### config.mk
export PLATFORM = sky130hd
export DESIGN_NAME = meter_frame_receiver_flat
export DESIGN_NICKNAME = d
export VERILOG_FILES = /design/src/hdl/mfr_pkg.sv /design/src/hdl/mfr_if.sv /design/src/hdl/mfr_parser.sv /design/src/hdl/mfr_out_stage.sv /design/src/hdl/meter_frame_receiver.sv /design/src/flat_wrapper.sv
export SDC_FILE = /design/constraint.sdc
export NUM_CORES = 1
export LEC_CHECK = 0
export BUFFER_PORTS_ARGS = -buffer_cell sky130_fd_sc_hd__buf_2
export CORE_MARGIN = 10
export CORE_UTILIZATION = 64
export DETAILED_ROUTE_END_ITERATION = 10
export PLACE_DENSITY = 0.86
export SYNTH_ARGS = -nofsm -noshare
export SYNTH_HDL_FRONTEND = slang
export SYNTH_SLANG_ARGS = --single-unit
### constraint.sdc
create_clock -name clk -period 6.5 [get_ports clk]
set_input_delay 1.3 -clock clk [delete_from_list [all_inputs] [get_ports clk]]
set_output_delay 1.3 -clock clk [all_outputs]
set_load 0.01 [all_outputs]
### src/hdl/mfr_pkg.sv
`default_nettype none
// ----------------------------------------------------------------------------
// mfr_pkg: shared definitions for the meter frame receiver
// Frame constants, byte role and frame status codes, configuration register
// indexes and the result record passed between the parser and output stage.
// ----------------------------------------------------------------------------
package mfr_pkg;

	// Frame constants
	localparam logic [7:0] START_BYTE   = 8'h68;
	localparam logic [7:0] END_BYTE     = 8'h16;
	localparam logic [7:0] DATA_OFFSET  = 8'h33;
	localparam logic [3:0] HEADER_BYTES = 4'd10;

	// Byte roles
	localparam logic [3:0] ROLE_DROPPED  = 4'd0;
	localparam logic [3:0] ROLE_START    = 4'd1;
	localparam logic [3:0] ROLE_ADDRESS  = 4'd2;
	localparam logic [3:0] ROLE_START2   = 4'd3;
	localparam logic [3:0] ROLE_CONTROL  = 4'd4;
	localparam logic [3:0] ROLE_LENGTH   = 4'd5;
	localparam logic [3:0] ROLE_DATA     = 4'd6;
	localparam logic [3:0] ROLE_CHECKSUM = 4'd7;
	localparam logic [3:0] ROLE_END      = 4'd8;

	// Frame status
	localparam logic [1:0] STATUS_NONE       = 2'd0;
	localparam logic [1:0] STATUS_GOOD       = 2'd1;
	localparam logic [1:0] STATUS_HDR_REJECT = 2'd2;
	localparam logic [1:0] STATUS_BAD_TAIL   = 2'd3;

	// Configuration port
	localparam int CFG_INDEX_W = 1;
	localparam int CFG_DATA_W  = 8;
	localparam logic [CFG_INDEX_W-1:0] CFG_MAX_DATA_LEN = 1'd0;
	localparam logic [CFG_INDEX_W-1:0] CFG_REQ_DIR      = 1'd1;
	localparam logic [7:0] MAX_DATA_LEN_RST = 8'd200;
	localparam logic       REQ_DIR_RST      = 1'b1;

	typedef struct packed {
		logic [7:0] max_data_len;
		logic       required_direction;
	} cfg_t;

	typedef struct packed {
		logic [7:0] byte_value;
		logic [3:0] byte_role;
		logic       frame_done;
		logic [1:0] frame_status;
		logic [7:0] data_length;
	} result_t;

endpackage
`default_nettype wire

### src/hdl/mfr_if.sv
`default_nettype none
// ----------------------------------------------------------------------------
// mfr_if: valid/ready channels of the meter frame receiver
// mfr_byte_if carries raw link bytes in, mfr_result_if carries tagged bytes out.
// ----------------------------------------------------------------------------
interface mfr_byte_if;
	logic       valid;
	logic       ready;
	logic [7:0] rx_byte;
	logic       block_last;

	modport source (output valid, output rx_byte, output block_last, input ready);
	modport sink   (input valid, input rx_byte, input block_last, output ready);
endinterface

interface mfr_result_if;
	logic       valid;
	logic       ready;
	logic [7:0] byte_value;
	logic [3:0] byte_role;
	logic       frame_done;
	logic [1:0] frame_status;
	logic [7:0] data_length;

	modport source (output valid, output byte_value, output byte_role, output frame_done,
		output frame_status, output data_length, input ready);
	modport sink   (input valid, input byte_value, input byte_role, input frame_done,
		input frame_status, input data_length, output ready);
endinterface
`default_nettype wire

### src/hdl/mfr_parser.sv
`default_nettype none
// ----------------------------------------------------------------------------
// mfr_parser: frame state tracker
// Classifies each accepted byte against the frame layout, keeps the running
// checksum and header checks, and produces the result record for that byte.
// ----------------------------------------------------------------------------
module mfr_parser (
	input  wire logic            clk,
	input  wire logic            arst_n,
	input  wire logic            accept,
	input  wire logic [7:0]      rx_byte,
	input  wire logic            block_last,
	input  wire mfr_pkg::cfg_t   cfg,
	output mfr_pkg::result_t     result
);
	import mfr_pkg::*;

	localparam logic [1:0] PH_HUNT = 2'd0;
	localparam logic [1:0] PH_HEAD = 2'd1;
	localparam logic [1:0] PH_BODY = 2'd2;

	logic [1:0] phase_q, phase_d;
	logic [3:0] pos_q, pos_d;
	logic [8:0] rem_q, rem_d;
	logic [7:0] sum_q, sum_d;
	logic [7:0] len_q, len_d;
	logic       start2_ok_q, start2_ok_d;
	logic       dir_ok_q, dir_ok_d;
	logic [7:0] cks_q, cks_d;
	logic [8:0] rem_dec;
	logic       hdr_ok;

	assign rem_dec = rem_q - 9'd1;
	assign hdr_ok  = start2_ok_q && dir_ok_q && (len_q <= cfg.max_data_len);

	// Decode the byte against the current phase
	always_comb begin
		phase_d     = phase_q;
		pos_d       = pos_q;
		rem_d       = rem_q;
		sum_d       = sum_q;
		len_d       = len_q;
		start2_ok_d = start2_ok_q;
		dir_ok_d    = dir_ok_q;
		cks_d       = cks_q;

		result.byte_value   = rx_byte;
		result.byte_role    = ROLE_DROPPED;
		result.frame_done   = 1'b0;
		result.frame_status = STATUS_NONE;
		result.data_length  = 8'd0;

		case (phase_q)
			PH_HEAD: begin
				pos_d = pos_q + 4'd1;
				if (pos_q < HEADER_BYTES) begin
					sum_d = sum_q + rx_byte;
					if (pos_q <= 4'd6) begin
						result.byte_role = ROLE_ADDRESS;
					end else if (pos_q == 4'd7) begin
						result.byte_role = ROLE_START2;
						start2_ok_d      = (rx_byte == START_BYTE);
					end else if (pos_q == 4'd8) begin
						result.byte_role = ROLE_CONTROL;
						dir_ok_d         = (rx_byte[7] == cfg.required_direction);
					end else begin
						result.byte_role   = ROLE_LENGTH;
						len_d              = rx_byte;
						result.data_length = rx_byte;
					end
				end else begin
					// First byte after the header: check the header, then enter the body or go back to hunting
					result.data_length = len_q;
					if (!hdr_ok) begin
						result.frame_done   = 1'b1;
						result.frame_status = STATUS_HDR_REJECT;
						phase_d             = PH_HUNT;
					end else begin
						if (len_q == 8'd0) begin
							result.byte_role = ROLE_CHECKSUM;
							cks_d            = rx_byte;
						end else begin
							result.byte_role  = ROLE_DATA;
							result.byte_value = rx_byte - DATA_OFFSET;
							sum_d             = sum_q + rx_byte;
						end
						rem_d   = {1'b0, len_q} + 9'd1;
						phase_d = PH_BODY;
					end
				end
			end
			PH_BODY: begin
				result.data_length = len_q;
				if (rem_q <= 9'd1) begin
					result.byte_role    = ROLE_END;
					result.frame_done   = 1'b1;
					result.frame_status = (rx_byte == END_BYTE && cks_q == sum_q) ?
						STATUS_GOOD : STATUS_BAD_TAIL;
					rem_d               = 9'd0;
					phase_d             = PH_HUNT;
				end else begin
					rem_d = rem_dec;
					if (rem_dec == 9'd1) begin
						result.byte_role = ROLE_CHECKSUM;
						cks_d            = rx_byte;
					end else begin
						result.byte_role  = ROLE_DATA;
						result.byte_value = rx_byte - DATA_OFFSET;
						sum_d             = sum_q + rx_byte;
					end
				end
			end
			default: begin
				// Hunt: drop everything but a start byte
				phase_d = PH_HUNT;
				if (rx_byte == START_BYTE) begin
					result.byte_role = ROLE_START;
					sum_d            = START_BYTE;
					pos_d            = 4'd1;
					rem_d            = 9'd0;
					len_d            = 8'd0;
					start2_ok_d      = 1'b0;
					dir_ok_d         = 1'b0;
					cks_d            = 8'd0;
					phase_d          = PH_HEAD;
				end
			end
		endcase

		// End of block forces a return to hunting
		if (block_last) begin
			phase_d = PH_HUNT;
		end
	end

	// Advance state on each transfer
	always_ff @(posedge clk or negedge arst_n) begin
		if (!arst_n) begin
			phase_q     <= PH_HUNT;
			pos_q       <= 4'd0;
			rem_q       <= 9'd0;
			sum_q       <= 8'd0;
			len_q       <= 8'd0;
			start2_ok_q <= 1'b0;
			dir_ok_q    <= 1'b0;
			cks_q       <= 8'd0;
		end else if (accept) begin
			phase_q     <= phase_d;
			pos_q       <= pos_d;
			rem_q       <= rem_d;
			sum_q       <= sum_d;
			len_q       <= len_d;
			start2_ok_q <= start2_ok_d;
			dir_ok_q    <= dir_ok_d;
			cks_q       <= cks_d;
		end
	end

	// Checks
	a_done_status: assert property (@(posedge clk) disable iff (!arst_n)
		result.frame_done == (result.frame_status != STATUS_NONE))
		else $error("frame_done and frame_status disagree");

	a_head_pos: assert property (@(posedge clk) disable iff (!arst_n)
		phase_q == PH_HEAD |-> (pos_q >= 4'd1 && pos_q <= HEADER_BYTES))
		else $error("header position out of range");

	a_body_rem: assert property (@(posedge clk) disable iff (!arst_n)
		phase_q == PH_BODY |-> (rem_q != 9'd0 && rem_q <= {1'b0, len_q} + 9'd1))
		else $error("body byte count out of range");

	a_block_end: assert property (@(posedge clk) disable iff (!arst_n)
		(accept && block_last) |=> phase_q == PH_HUNT)
		else $error("block end did not return to hunting");

endmodule
`default_nettype wire

### src/hdl/mfr_out_stage.sv
`default_nettype none
// ----------------------------------------------------------------------------
// mfr_out_stage: result register
// Holds one result until the downstream side takes it; a new result may be
// loaded in the same cycle that the held one is taken.
// ----------------------------------------------------------------------------
module mfr_out_stage (
	input  wire logic             clk,
	input  wire logic             arst_n,
	input  wire logic             load,
	input  wire mfr_pkg::result_t result_d,
	output logic                  can_load,
	output logic                  valid,
	input  wire logic             ready,
	output mfr_pkg::result_t      result_q
);
	import mfr_pkg::*;

	logic valid_q;

	assign can_load = !valid_q || ready;
	assign valid    = valid_q;

	// Hold valid until the transfer, reload on each new result
	always_ff @(posedge clk or negedge arst_n) begin
		if (!arst_n) begin
			valid_q <= 1'b0;
		end else if (load) begin
			valid_q <= 1'b1;
		end else if (ready) begin
			valid_q <= 1'b0;
		end
	end

	always_ff @(posedge clk) begin
		if (load) begin
			result_q <= result_d;
		end
	end

endmodule
`default_nettype wire

### src/hdl/meter_frame_receiver.sv
`default_nettype none
// ----------------------------------------------------------------------------
// meter_frame_receiver: byte-serial meter link frame receiver
// Tags each raw link byte with its role in the frame and reports frame result.
// ----------------------------------------------------------------------------
// Usage:
//   link   - raw bytes in (rx_byte, block_last) on a valid/ready channel.
//   parsed - one result per byte: value (data bytes less 0x33), role,
//            frame_done/frame_status on the last or rejecting byte, and the
//            frame length field.
//   cfg_*  - write port for max_data_len (index 0) and required_direction
//            (index 1); write only while no byte is in flight.
//   The result of a link transfer is in the output register in the next
//   cycle. One byte is taken every cycle while parsed is not stalled: the
//   frame state update is a single pass of logic and the output register
//   frees itself in the cycle its result is transferred.
//   When parsed is stalled with a result held, link.ready drops and the
//   incoming byte waits upstream; nothing is lost.
//   Reset empties the output register, returns the parser to hunting for a
//   start byte and sets max_data_len to 200, required_direction to 1.
// ----------------------------------------------------------------------------
module meter_frame_receiver (
	input  wire logic                            clk,
	input  wire logic                            arst_n,
	mfr_byte_if.sink                             link,
	mfr_result_if.source                         parsed,
	input  wire logic                            cfg_wr_en,
	input  wire logic [mfr_pkg::CFG_INDEX_W-1:0] cfg_index,
	input  wire logic [mfr_pkg::CFG_DATA_W-1:0]  cfg_data
);
	import mfr_pkg::*;

	cfg_t    cfg_q;
	result_t result_d;
	result_t result_q;
	logic    can_load;
	logic    accept;

	// Configuration registers
	always_ff @(posedge clk or negedge arst_n) begin
		if (!arst_n) begin
			cfg_q.max_data_len       <= MAX_DATA_LEN_RST;
			cfg_q.required_direction <= REQ_DIR_RST;
		end else if (cfg_wr_en) begin
			case (cfg_index)
				CFG_MAX_DATA_LEN: cfg_q.max_data_len       <= cfg_data[7:0];
				CFG_REQ_DIR:      cfg_q.required_direction <= cfg_data[0];
				default:          ;
			endcase
		end
	end

	assign link.ready = can_load;
	assign accept     = link.valid && can_load;

	mfr_parser u_parser (
		.clk        (clk),
		.arst_n     (arst_n),
		.accept     (accept),
		.rx_byte    (link.rx_byte),
		.block_last (link.block_last),
		.cfg        (cfg_q),
		.result     (result_d)
	);

	mfr_out_stage u_out_stage (
		.clk      (clk),
		.arst_n   (arst_n),
		.load     (accept),
		.result_d (result_d),
		.can_load (can_load),
		.valid    (parsed.valid),
		.ready    (parsed.ready),
		.result_q (result_q)
	);

	// Drive the result channel payload
	assign parsed.byte_value   = result_q.byte_value;
	assign parsed.byte_role    = result_q.byte_role;
	assign parsed.frame_done   = result_q.frame_done;
	assign parsed.frame_status = result_q.frame_status;
	assign parsed.data_length  = result_q.data_length;

endmodule
`default_nettype wire

### src/flat_wrapper.sv
// flat-port wrapper written by rule: the top's interface ports become plain ports
module meter_frame_receiver_flat import mfr_pkg::*;
  (clk, arst_n, cfg_wr_en, cfg_index, cfg_data, link_valid, link_rx_byte, link_block_last, link_ready, parsed_valid, parsed_byte_value, parsed_byte_role, parsed_frame_done, parsed_frame_status, parsed_data_length, parsed_ready);
  mfr_byte_if link_i ();
  mfr_result_if parsed_i ();
  input  wire logic clk;
  input  wire logic arst_n;
  input  wire logic cfg_wr_en;
  input  wire logic [mfr_pkg::CFG_INDEX_W-1:0] cfg_index;
  input  wire logic [mfr_pkg::CFG_DATA_W-1:0] cfg_data;
  input wire logic [$bits(link_i.valid)-1:0] link_valid;
  input wire logic [$bits(link_i.rx_byte)-1:0] link_rx_byte;
  input wire logic [$bits(link_i.block_last)-1:0] link_block_last;
  output wire logic [$bits(link_i.ready)-1:0] link_ready;
  output wire logic [$bits(parsed_i.valid)-1:0] parsed_valid;
  output wire logic [$bits(parsed_i.byte_value)-1:0] parsed_byte_value;
  output wire logic [$bits(parsed_i.byte_role)-1:0] parsed_byte_role;
  output wire logic [$bits(parsed_i.frame_done)-1:0] parsed_frame_done;
  output wire logic [$bits(parsed_i.frame_status)-1:0] parsed_frame_status;
  output wire logic [$bits(parsed_i.data_length)-1:0] parsed_data_length;
  input wire logic [$bits(parsed_i.ready)-1:0] parsed_ready;
  assign link_i.valid = link_valid;
  assign link_i.rx_byte = link_rx_byte;
  assign link_i.block_last = link_block_last;
  assign link_ready = link_i.ready;
  assign parsed_valid = parsed_i.valid;
  assign parsed_byte_value = parsed_i.byte_value;
  assign parsed_byte_role = parsed_i.byte_role;
  assign parsed_frame_done = parsed_i.frame_done;
  assign parsed_frame_status = parsed_i.frame_status;
  assign parsed_data_length = parsed_i.data_length;
  assign parsed_i.ready = parsed_ready;
  meter_frame_receiver u_core (.clk(clk), .arst_n(arst_n), .link(link_i), .parsed(parsed_i), .cfg_wr_en(cfg_wr_en), .cfg_index(cfg_index), .cfg_data(cfg_data));
endmodule
==> results of run 1 <==
-- sequential cells by signal, indices dropped and copies added, names as in the netlist --
| register | flops |
|---|---|
| u_core.u_parser.phase_q | 2 |
| u_core.u_parser.sum_q | 8 |
| u_core.cfg_q | 9 |
| u_core.u_parser.dir_ok_q | 1 |
| u_core.u_out_stage.result_q | 22 |
| u_core.u_out_stage.valid | 1 |
| u_core.u_parser.pos_q | 4 |
| u_core.u_parser.rem_q | 9 |
| u_core.u_parser.start2_ok_q | 1 |
| u_core.u_parser.len_q | 8 |
| u_core.u_parser.cks_q | 8 |
-- metal layers --
| layer | part of all wire (%) | vias up |
|---|---|---|
| met5 | 0 | - |
| met1 | 43 | 1908 |
| met3 | 7.7 | 40 |
| li1 | - | 1874 |
| met2 | 47 | 202 |
| met4 | 2.9 | 0 |
-- worst reg2reg max path, cell delays in order (launching register included) --
cell and delay, ps:
dfrtp_1 460, ha_1 350, a211o_1 310, o211ai_1 120
nand4_1 170, a21o_1 310, a221oi_4 670, nand3_4 270
mux2_1 380
-- through the flow --
stage | cells | instance area [um2] | utilization [%] | setup slack [ps] | hold WS, ps
after floorplan | 502 | 4730 | - | 3370 | 478
after global placement | 627 | 4990 | 69.1 | 2700 | 495
after detailed placement | 627 | 4990 | 69.1 | 2600 | 506
after CTS | 643 | 5190 | 71.9 | 2960 | 524
after global routing | 643 | 5190 | 71.9 | 2820 | 546
final | 643 | 5190 | 71.9 | 2950 | 522
-- cell usage in the layout, fill, tap and decap left out, types with 6 or more instances in the layout --
master / n
a21o_1: 6
a21oi_1: 22
a22o_1: 6
a22oi_1: 9
buf_2: 47
clkbuf_8: 9
dfrtp_1: 47
edfxtp_1: 22
ha_1: 27
inv_1: 36
mux2_1: 8
mux2i_1: 11
nand2_1: 54
nand3_1: 14
nand4_1: 8
nor2_1: 39
nor2b_1: 6
nor3_1: 16
o21ai_0: 27
o21ai_1: 6
o32ai_1: 6
xnor2_1: 13
xor2_1: 10
-- how the worst min path moves through the flow --
| stage | start | endpoint | slack [ps] |
|---|---|---|---|
| 2_1_floorplan | u_core.cfg_q[4] | u_core.cfg_q[4] | 480 |
| 3_3_place_gp | u_core.u_parser.cks_q[6] | u_core.u_parser.cks_q[6] | 490 |
| 3_5_place_dp | u_core.cfg_q[4] | u_core.cfg_q[4] | 510 |
| 4_1_cts | u_core.cfg_q[4] | u_core.cfg_q[4] | 520 |
| 5_1_grt | u_core.u_parser.cks_q[0] | u_core.u_parser.cks_q[0] | 550 |
| 6_report | u_core.cfg_q[4] | u_core.cfg_q[4] | 520 |
-- cell families (layout without fill, tap and decap cells) --
kind of cell	count (synthesis)	after routing	share of synthesized area [%]
compound gates	122	122	18.1
mux	23	23	5.18
simple gates	172	172	18.3
fa+ha+maj	28	28	7.56
xor+xnor	23	23	4.26
flops	73	73	41.0
buf+inv	61	103	5.50
-- layout make-up --
type | instances | area, um2 | area share (%)
clock inverters | 7 | 77.6 | 1.50
repair buffers | 49 | 250 | 4.82
inverters | 38 | 143 | 2.75
flip-flops and latches | 73 | 1940 | 37.4
clock buffers | 9 | 124 | 2.39
multi-input cells | 368 | 2530 | 48.7
well taps | 99 | 124 | 2.39
-- power breakdown --
part	total, uW	internal, uW	switching, uW
registers	562	518	44.7
logic	293	121	171
clock network	366	181	185
==> impl_metrics.tcl, run 1 <==
set metrics [dict create \
    run_status "finished, final reports clean" \
    cts_resized 0 \
    die_h_um 106 \
    worst_pin_slew_ps 1140 \
    fin_tns_setup_ps 0 \
    ir_worst_vdd_uv 149 \
    seq_area_frac_synth_pct 41.0 \
    fp-row-count 31 \
    place_congestion 0.940 \
    ys_top_cells_by_area "dfrtp_1 25%, edfxtp_1 14%, ha_1 7.1%" \
    grt_max_degree 52 \
    synth_edf_count 22 \
    met1_usage_pct 28.7 \
    critPathCapture "u_core.u_parser.cks_q[1]" \
    top_usage_layer "met2" \
    cp.arrival_ps 3800 \
    finalNetCount 590 \
    ys_warn_count 0 \
    yosysTopAreaCell "dfrtp_1" \
    postCtsSetupBuffers 0 \
    die_area_mm2 0.0112 \
    cts_made_buffers 9 \
    wl_per_cell_um 18.8 \
    grt_antenna_before_repair 0 \
    netlist_top_cells_count "54 x nand2_1, 47 x dfrtp_1, 39 x nor2_1" \
    drive_gt1_share_pct 16.4 \
    power_density_mw_per_mm2 235 \
    syn_avg_cell_area_um2 9.42 \
    worst-path-buf-inv 2 \
    cts_tree "done" \
    final.period_utilization_pct 54.7 \
    period_minus_slack_ps 3550 \
    area_growth_pct 9.68 \
    antenna_cells 0 \
    met2_usage_pct 34.5 \
    cpMaxStageDelayCell "a221oi_4" \
    via_per_inst 6.26 \
    r2r_setup_slack_ps 3360 \
    crit_chain "buf_2, inv_1, ha_1, nand4b_1, or4_1, a221oi_4, nand3_4, mux2_1" \
    routed_wirelength_um 12100 \
    maxSlewViolCount 0 \
    drc 0 \
    h-tree-depth 3 \
    drtIter0Drc 335 \
    finalHoldViolCount 0 \
    cpLargestDelayFamily "simple AND/OR/NAND/NOR gates" \
    cp_max_fo 15 \
    io_buffers 47 \
    r2r-end "u_core.u_parser.cks_q[1]" \
    synth_top_area_share_pct 24.9 \
    cap_violations 0 \
    initial_utilization_pct 65.6 \
    vias 4024 \
    synthCells 502 \
    clk_path_buf_depth 2 \
    slowest_delay_ps 680 \
    whs_path_depth 2 \
    grt_overflow 0 \
    num-fill-cells 556 \
    crit_cells 8 \
    finalSetupViolations 0 \
    core_area_mm2 0.00721 \
    reg2reg_from "u_core.u_parser.len_q[5]" \
    setup.worst_path.start_class "primary input" \
    ys_ff_latch 73 \
    total_power_uw 1220 \
    hold_class "reg2reg" \
    reg2regPathDepth 8 \
    cts.clk_slew.worst_paths_ps 90 \
    synth_nets 553 \
    worst_setup_path_end_kind "flop" \
    gr-usage-met3_pct 4.71 \
    dieWidth_um 106 \
    grt_usage_pct 22.0 \
    netlist_area_mm2 0.00473 \
    synthFlopType "dfrtp_1" \
    root_buffer "clkbuf_8" \
    skew_ps 12.2 \
    cts.sinks 73 \
    fmax_mhz 281 \
    async_reset_ff_share_pct 69.9 \
    rsz0062_at_grt "false" \
    startpoint "link_rx_byte[0]" \
    worstPathRequired_ps 6740 \
    hpwl_um 8890 \
    hold_buffers 0 \
    worstSetupPathType "in2reg" \
    total_leakage_power_uw 0.00231 \
    grt_pass1_wl_um 20500 \
    slew_headroom_pct 24.3 \
    yosys.cell_types.count 68 \
    synth_most_common_cell "nand2_1" \
    drtPass1Iterations 4 \
    clkLatencyLatePin_ps 350 \
    grt_pass1_vias 4099 \
    pin_count 48 \
    drtAntennaViolNets 0 \
]
Power figures use the tool's default switching activity.
==> run 2, diff against run 1 <==
Settings changed: ABC_AREA set to 1, CORE_UTILIZATION 64 to 60, PLACE_DENSITY 0.86 to 0.81.
Clock period 6.5 ns to 3.4 ns, I/O delays scaled along.
==> run 2 against run 1 <==
Against the previous run:
- worst hold slack lost 130 ps
- count of clock-buffer cells in the layout unchanged
- power up 80%
- core utilization shrank 4.0 points
- synthesized cell count up 28%
- first-iteration DRC count grew 30%
- flip-flop and latch count stayed put
==> impl_metrics.tcl, run 2 <==
set metrics [dict create \
    run_status "finished, final reports clean" \
    fmax_mhz 410 \
    grt_pass1_wl_um 22200 \
    cpLargestDelayFamily "simple AND/OR/NAND/NOR gates" \
    hold_class "in2async" \
    postCtsSetupBuffers 0 \
    cp.arrival_ps 2750 \
    slowest_delay_ps 470 \
    finalNetCount 744 \
    netlist_area_mm2 0.00496 \
    drtPass1Iterations 6 \
    drtIter0Drc 436 \
    syn_avg_cell_area_um2 7.70 \
    worstSetupPathType "reg2reg" \
    io_buffers 47 \
    cap_violations 0 \
    vias 4644 \
    cts_resized 0 \
    final_common_cell "nand2_1" \
    yosys.cell_types.count 48 \
    p_sw_share_pct 28.5 \
    slew_headroom_pct 46.4 \
    h-tree-depth 3 \
    synthCells 644 \
    ys_warn_count 0 \
    initial_utilization_pct 61.0 \
    synthFlopType "dfrtp_1" \
    rsz0062_at_grt "false" \
    worst-path-buf-inv 1 \
    cts_tree "done" \
    hpwl_um 9950 \
    drtAntennaViolNets 0 \
    p_sw_uw 626 \
    ys_ff_latch 73 \
    die_h_um 111 \
    cts.clk_slew.worst_paths_ps 90 \
    p_comb_share_pct 14.4 \
    fp-row-count 33 \
    cpMaxStageDelayCell "dfrtp_1" \
    grt_overflow 0 \
    drive_gt1_share_pct 17.6 \
    p_int_uw 1570 \
    antenna_cells 0 \
    setup.worst_path.start_class "flop" \
    pin_count 48 \
    largest_register_ffs 22 \
    grt_max_degree 35 \
    worst_setup_path_end_kind "flop" \
    regMostFlops "u_core.u_out_stage.result_q" \
    routed_wirelength_um 13400 \
    root_buffer "clkbuf_8" \
    ys_top_cells_by_area "dfrtp_1 24%, edfxtp_1 13%, nand2_1 13%" \
    area_growth_pct 11.5 \
    die_area_mm2 0.0123 \
    p_clk_share_pct 39.5 \
    crit_chain "ha_1, nand2_1, nand2_1, nand2_1, nand2_1, nand2_1, nand2_1, nand2_1, nand2_1, inv_1, nand2_1, nand2_1, nand3_4, nor2_2, nand2_1, nand2_2" \
    cp_max_fo 13 \
    largestRegisters "u_core.u_out_stage.result_q x22, u_core.cfg_q x9, u_core.u_parser.rem_q x9" \
    synth_nets 695 \
    synth_most_common_cell "nand2_1" \
    total_power_uw 2200 \
    place_congestion 0.983 \
    crit_top_cell "nand2_1" \
    yosysTopAreaCell "dfrtp_1" \
    clkLatencyLatePin_ps 370 \
    netlist_top_cells_count "172 x nand2_1, 66 x inv_1, 53 x nor2_1" \
    num-fill-cells 653 \
    worst_pin_slew_ps 804 \
    worstPathRequired_ps 3710 \
    final.period_utilization_pct 71.8 \
    ir_worst_vdd_uv 263 \
    cts.sinks 73 \
    grt_pass1_vias 4510 \
    grt_usage_pct 21.3 \
    via_per_inst 5.78 \
    seq_area_frac_synth_pct 39.2 \
    pwr-share-seq_pct 46.0 \
    hold_buffers 0 \
    maxSlewViolCount 0 \
    final_cell_mix "172 x nand2_1, 66 x inv_1, 53 x nor2_1, 52 x nand3_1" \
    wl_per_cell_um 16.7 \
    async_reset_ff_share_pct 69.9 \
    power_density_mw_per_mm2 398 \
    clk_path_buf_depth 2 \
    core_area_mm2 0.00813 \
    total_leakage_power_uw 0.00276 \
    drc 0 \
    fin_tns_setup_ps 0 \
    synth_edf_count 22 \
    dieWidth_um 111 \
    finalHoldViolCount 0 \
    finalSetupViolations 0 \
    grt_antenna_before_repair 0 \
    skew_ps 10.5 \
    synth_top_area_share_pct 23.7 \
    period_minus_slack_ps 2440 \
    cts_made_buffers 9 \
]
## run 2: cell types whose count changed in the layout (fill, tap and decap cells not counted), moves of 10 or more
cell     delta
mux2i_1    -11
o21ai_0    +11
nand2_1   +118
inv_1      +30
nand3_1    +38
a21oi_1    +11
nor2_1     +14
nor3_1     -10
nand2_2    +12
xnor2_1    -11
## run 2: logic make-up (layout without fill, tap and decap cells)
| logic type | Yosys count | count (layout) | share of synthesized area, % |
|---|---|---|---|
| flops | 73 | 73 | 39.2 |
| fa+ha+maj | 28 | 28 | 7.21 |
| compound gates | 104 | 104 | 12.1 |
| buf+inv | 90 | 144 | 7.59 |
| simple gates | 330 | 330 | 30.6 |
| xor+xnor | 19 | 19 | 3.36 |
## run 2: worst paths after layout
path	start	end	slack, ps	cells past startpoint
worst min-delay path	arst_n	u_core.u_parser.len_q[6]	400	1
worst max register to register	u_core.u_parser.len_q[1]	u_core.u_parser.sum_q[7]	960	16
min in group clk	u_core.cfg_q[8]	u_core.cfg_q[8]	490	2
worst max-delay path	u_core.u_parser.len_q[1]	u_core.u_parser.sum_q[7]	960	16
max in group asynchronous	arst_n	u_core.cfg_q[7]	2280	2
worst min register to register	u_core.cfg_q[8]	u_core.cfg_q[8]	490	2
## run 2: per-stage QoR
step / hold WS, ps / instance area [um2] / setup WS [ps] / util [%] / instances
final: 396 / 5530 / 960 / 68.0 / 803
after global routing: 452 / 5530 / 699 / 68.0 / 803
after CTS: 428 / 5530 / 974 / 68.0 / 803
after detailed placement: 474 / 5280 / 825 / 64.9 / 787
after global placement: 468 / 5280 / 873 / 64.9 / 787
after floorplan: 384 / 4960 / 1170 / - / 644
## run 2: worst register-to-register path, delay by kind of cell, from the launching register on
| family | cells | cell delay [ps] |
|---|---|---|
| flip-flops | 1 | 470 |
| AND/OR/NAND/NOR | 14 | 1380 |
| buffers and inverters | 1 | 170 |
| adder cells (fa/ha/maj) | 1 | 370 |
## run 2: layer usage
layer  GRT usage, %  vias up  part of all wire, %
met5              0        -                    0
met4           7.29        0                  3.0
met3           4.06       35                  5.9
met2           36.2      182                   49
met1           26.3     2208                   42
li1               -     2219                    -
## run 2: power groups by stage
stage	Clock (uW)	Combinational, uW	Sequential [uW]
6_report	869	317	1010
5_1_grt	904	359	1020
4_1_cts	870	317	1010
3_5_place_dp	0	313	1030
3_3_place_gp	0	303	1030
2_1_floorplan	0	200	1030
## run 2: layout make-up
class	count	area, um2	area share, %
repair buffers	53	280	5.07
clock inverters	7	126	2.29
well taps	105	131	2.38
flip-flops and latches	73	1940	35.1
clock buffers	9	124	2.24
multi-input cells	481	2640	47.8
inverters	75	283	5.12
==> run 3, diff against run 2 <==
Clock period 3.4 ns to 2.3 ns, I/O delays scaled along.
==> run 3 against run 2 <==
Against the previous run:
- setup slack lost 930 ps
- final area grew 5.1%
- clock skew shrank 2.6 ps
==> impl_metrics.tcl, run 3 (synthesized netlist as in run 2, its figures left out) <==
set metrics [dict create \
    run_status "finished, final reports clean" \
    cp.arrival_ps 2380 \
    pwr-share-seq_pct 47.3 \
    largest_register_ffs 22 \
    h-tree-depth 3 \
    finalHoldViolCount 0 \
    crit_top_cell "nor2_1" \
    post-route-util_pct 71.4 \
    hold_class "in2async" \
    largestRegisters "u_core.u_out_stage.result_q x22, u_core.cfg_q x9, u_core.u_parser.rem_q x9" \
    dieWidth_um 111 \
    grt_overflow 0 \
    root_buffer "clkbuf_8" \
    die_area_mm2 0.0123 \
    vias 4806 \
    cts.sinks 73 \
    total_leakage_power_uw 0.00288 \
    fp-row-count 33 \
    final.period_utilization_pct 98.9 \
    p_comb_share_pct 17.0 \
    grt_pass1_wl_um 23100 \
    place_congestion 0.966 \
    final_cell_mix "165 x nand2_1, 62 x inv_1, 52 x nand3_1, 51 x nor2_1" \
    regMostFlops "u_core.u_out_stage.result_q" \
    antenna_cells 0 \
    drive_gt1_share_pct 23.2 \
    slowest_delay_ps 530 \
    p_clk_share_pct 35.7 \
    fmax_mhz 440 \
    layout_setup_ws_ps 25.4 \
    io_buffers 47 \
    maxSlewViolCount 0 \
    p_int_uw 2240 \
    cts_made_buffers 9 \
    area_growth_pct 17.1 \
    fin_tns_setup_ps 0 \
    via_per_inst 5.78 \
    rsz0062_at_grt "true" \
    worst_pin_slew_ps 674 \
    finalSetupViolations 0 \
    place_ws_ps -37.7 \
    holdWs_ps 217 \
    core_area_mm2 0.00813 \
    drtIter0Drc 426 \
    p_sw_share_pct 29.1 \
    worstPathRequired_ps 2410 \
    cap_violations 0 \
    cts.clk_slew.worst_paths_ps 80 \
    drc 0 \
    power_density_mw_per_mm2 543 \
    num-fill-cells 646 \
    routed_wirelength_um 14300 \
    drtAntennaViolNets 0 \
    clkLatencyLatePin_ps 350 \
    total_power_uw 3160 \
    pin_count 48 \
    period_minus_slack_ps 2270 \
    grt_antenna_before_repair 0 \
    cts_tree "done" \
    setup.worst_path.start_class "flop" \
    initial_utilization_pct 61.0 \
    cpMaxStageDelayCell "dfstp_2" \
    hpwl_um 10600 \
    ir_worst_vdd_uv 361 \
    p_sw_uw 920 \
    crit_chain "inv_2, ha_4, nand2_2, a21oi_2, nor2_1, nand2_1, nand2_2, nand4_1, buf_4, nand2_2, nand2_1, nor2_1, nor2_1, nor2_1" \
    final_common_cell "nand2_1" \
    slew_headroom_pct 55.1 \
    skew_ps 7.92 \
    grt_pass1_vias 4729 \
    worstSetupPathType "reg2reg" \
    grt_usage_pct 22.4 \
    finalNetCount 773 \
    worst_setup_path_end_kind "flop" \
    drtPass1Iterations 6 \
    wl_per_cell_um 17.1 \
    grt_max_degree 52 \
    die_h_um 111 \
    cp_max_fo 4 \
    clk_path_buf_depth 2 \
]
[run 3: critical path, delay by kind of cell (launching register included)]
kind                       cells  cell delay [ps]
and+or+nand+nor               10              890
DFF                            1              530
adders and majority gates      1              270
buffers and inverters          2              220
AOI/OAI and AO/OA              1              110
[run 3: final cells by class]
class / count / area [um2] / share of cell area [%]
Clock buffer: 9 / 124 / 2.13
Clock inverter: 7 / 93.8 / 1.62
Inverter: 75 / 284 / 4.89
Multi-Input combinational cell: 482 / 2740 / 47.2
Sequential cell: 73 / 1940 / 33.4
Tap cell: 105 / 131 / 2.26
Timing Repair Buffer: 81 / 490 / 8.44
[run 3: final timing paths]
path                                  from                               to  slack (ps)  depth (start not counted)
min in group clk                 cfg_index                  u_core.cfg_q[0]         290                          2
hold reg to reg            u_core.cfg_q[7]                  u_core.cfg_q[7]         490                          2
max in group asynchronous           arst_n         u_core.u_parser.sum_q[7]        1620                          2
setup / recovery           u_core.cfg_q[8]  u_core.u_out_stage.result_q[16]          30                         14
setup reg to reg           u_core.cfg_q[8]  u_core.u_out_stage.result_q[16]          30                         14
hold / removal                      arst_n         u_core.u_parser.rem_q[6]         220                          2
[run 3: what timing repair did]
item                                   in CTS  in global routing
pin swaps                                   0                 10
endpoints found under the hold margin       0                  0
cloned                                      0                  1
gates resized for setup                     1                 24
setup buffers                               0                  3
hold buffers                                0                  0
setup endpoints to repair                   9                 34
[run 3: per-layer routing]
metal	wire [um]	GRT usage [%]	vias to the layer above
li1	-	-	2282
met1	5790	26.8	2267
met2	7200	38.8	233
met3	1020	5.09	24
met4	243	7.12	0
met5	0	0	-
[run 3: power by group through the flow]
stage / sequential (uW) / combinational (uW) / clock (uW)
floorplan: 1520 / 295 / 0
global placement: 1510 / 481 / 0
detailed placement: 1510 / 503 / 0
CTS: 1490 / 506 / 1140
global route: 1500 / 601 / 1200
finish: 1490 / 538 / 1130
[run 3: through the flow]
step,std cells,area (um2)
floorplan,644,4960
global placement,812,5470
detailed placement,812,5470
CTS,828,5690
global route,832,5810
finish,832,5810
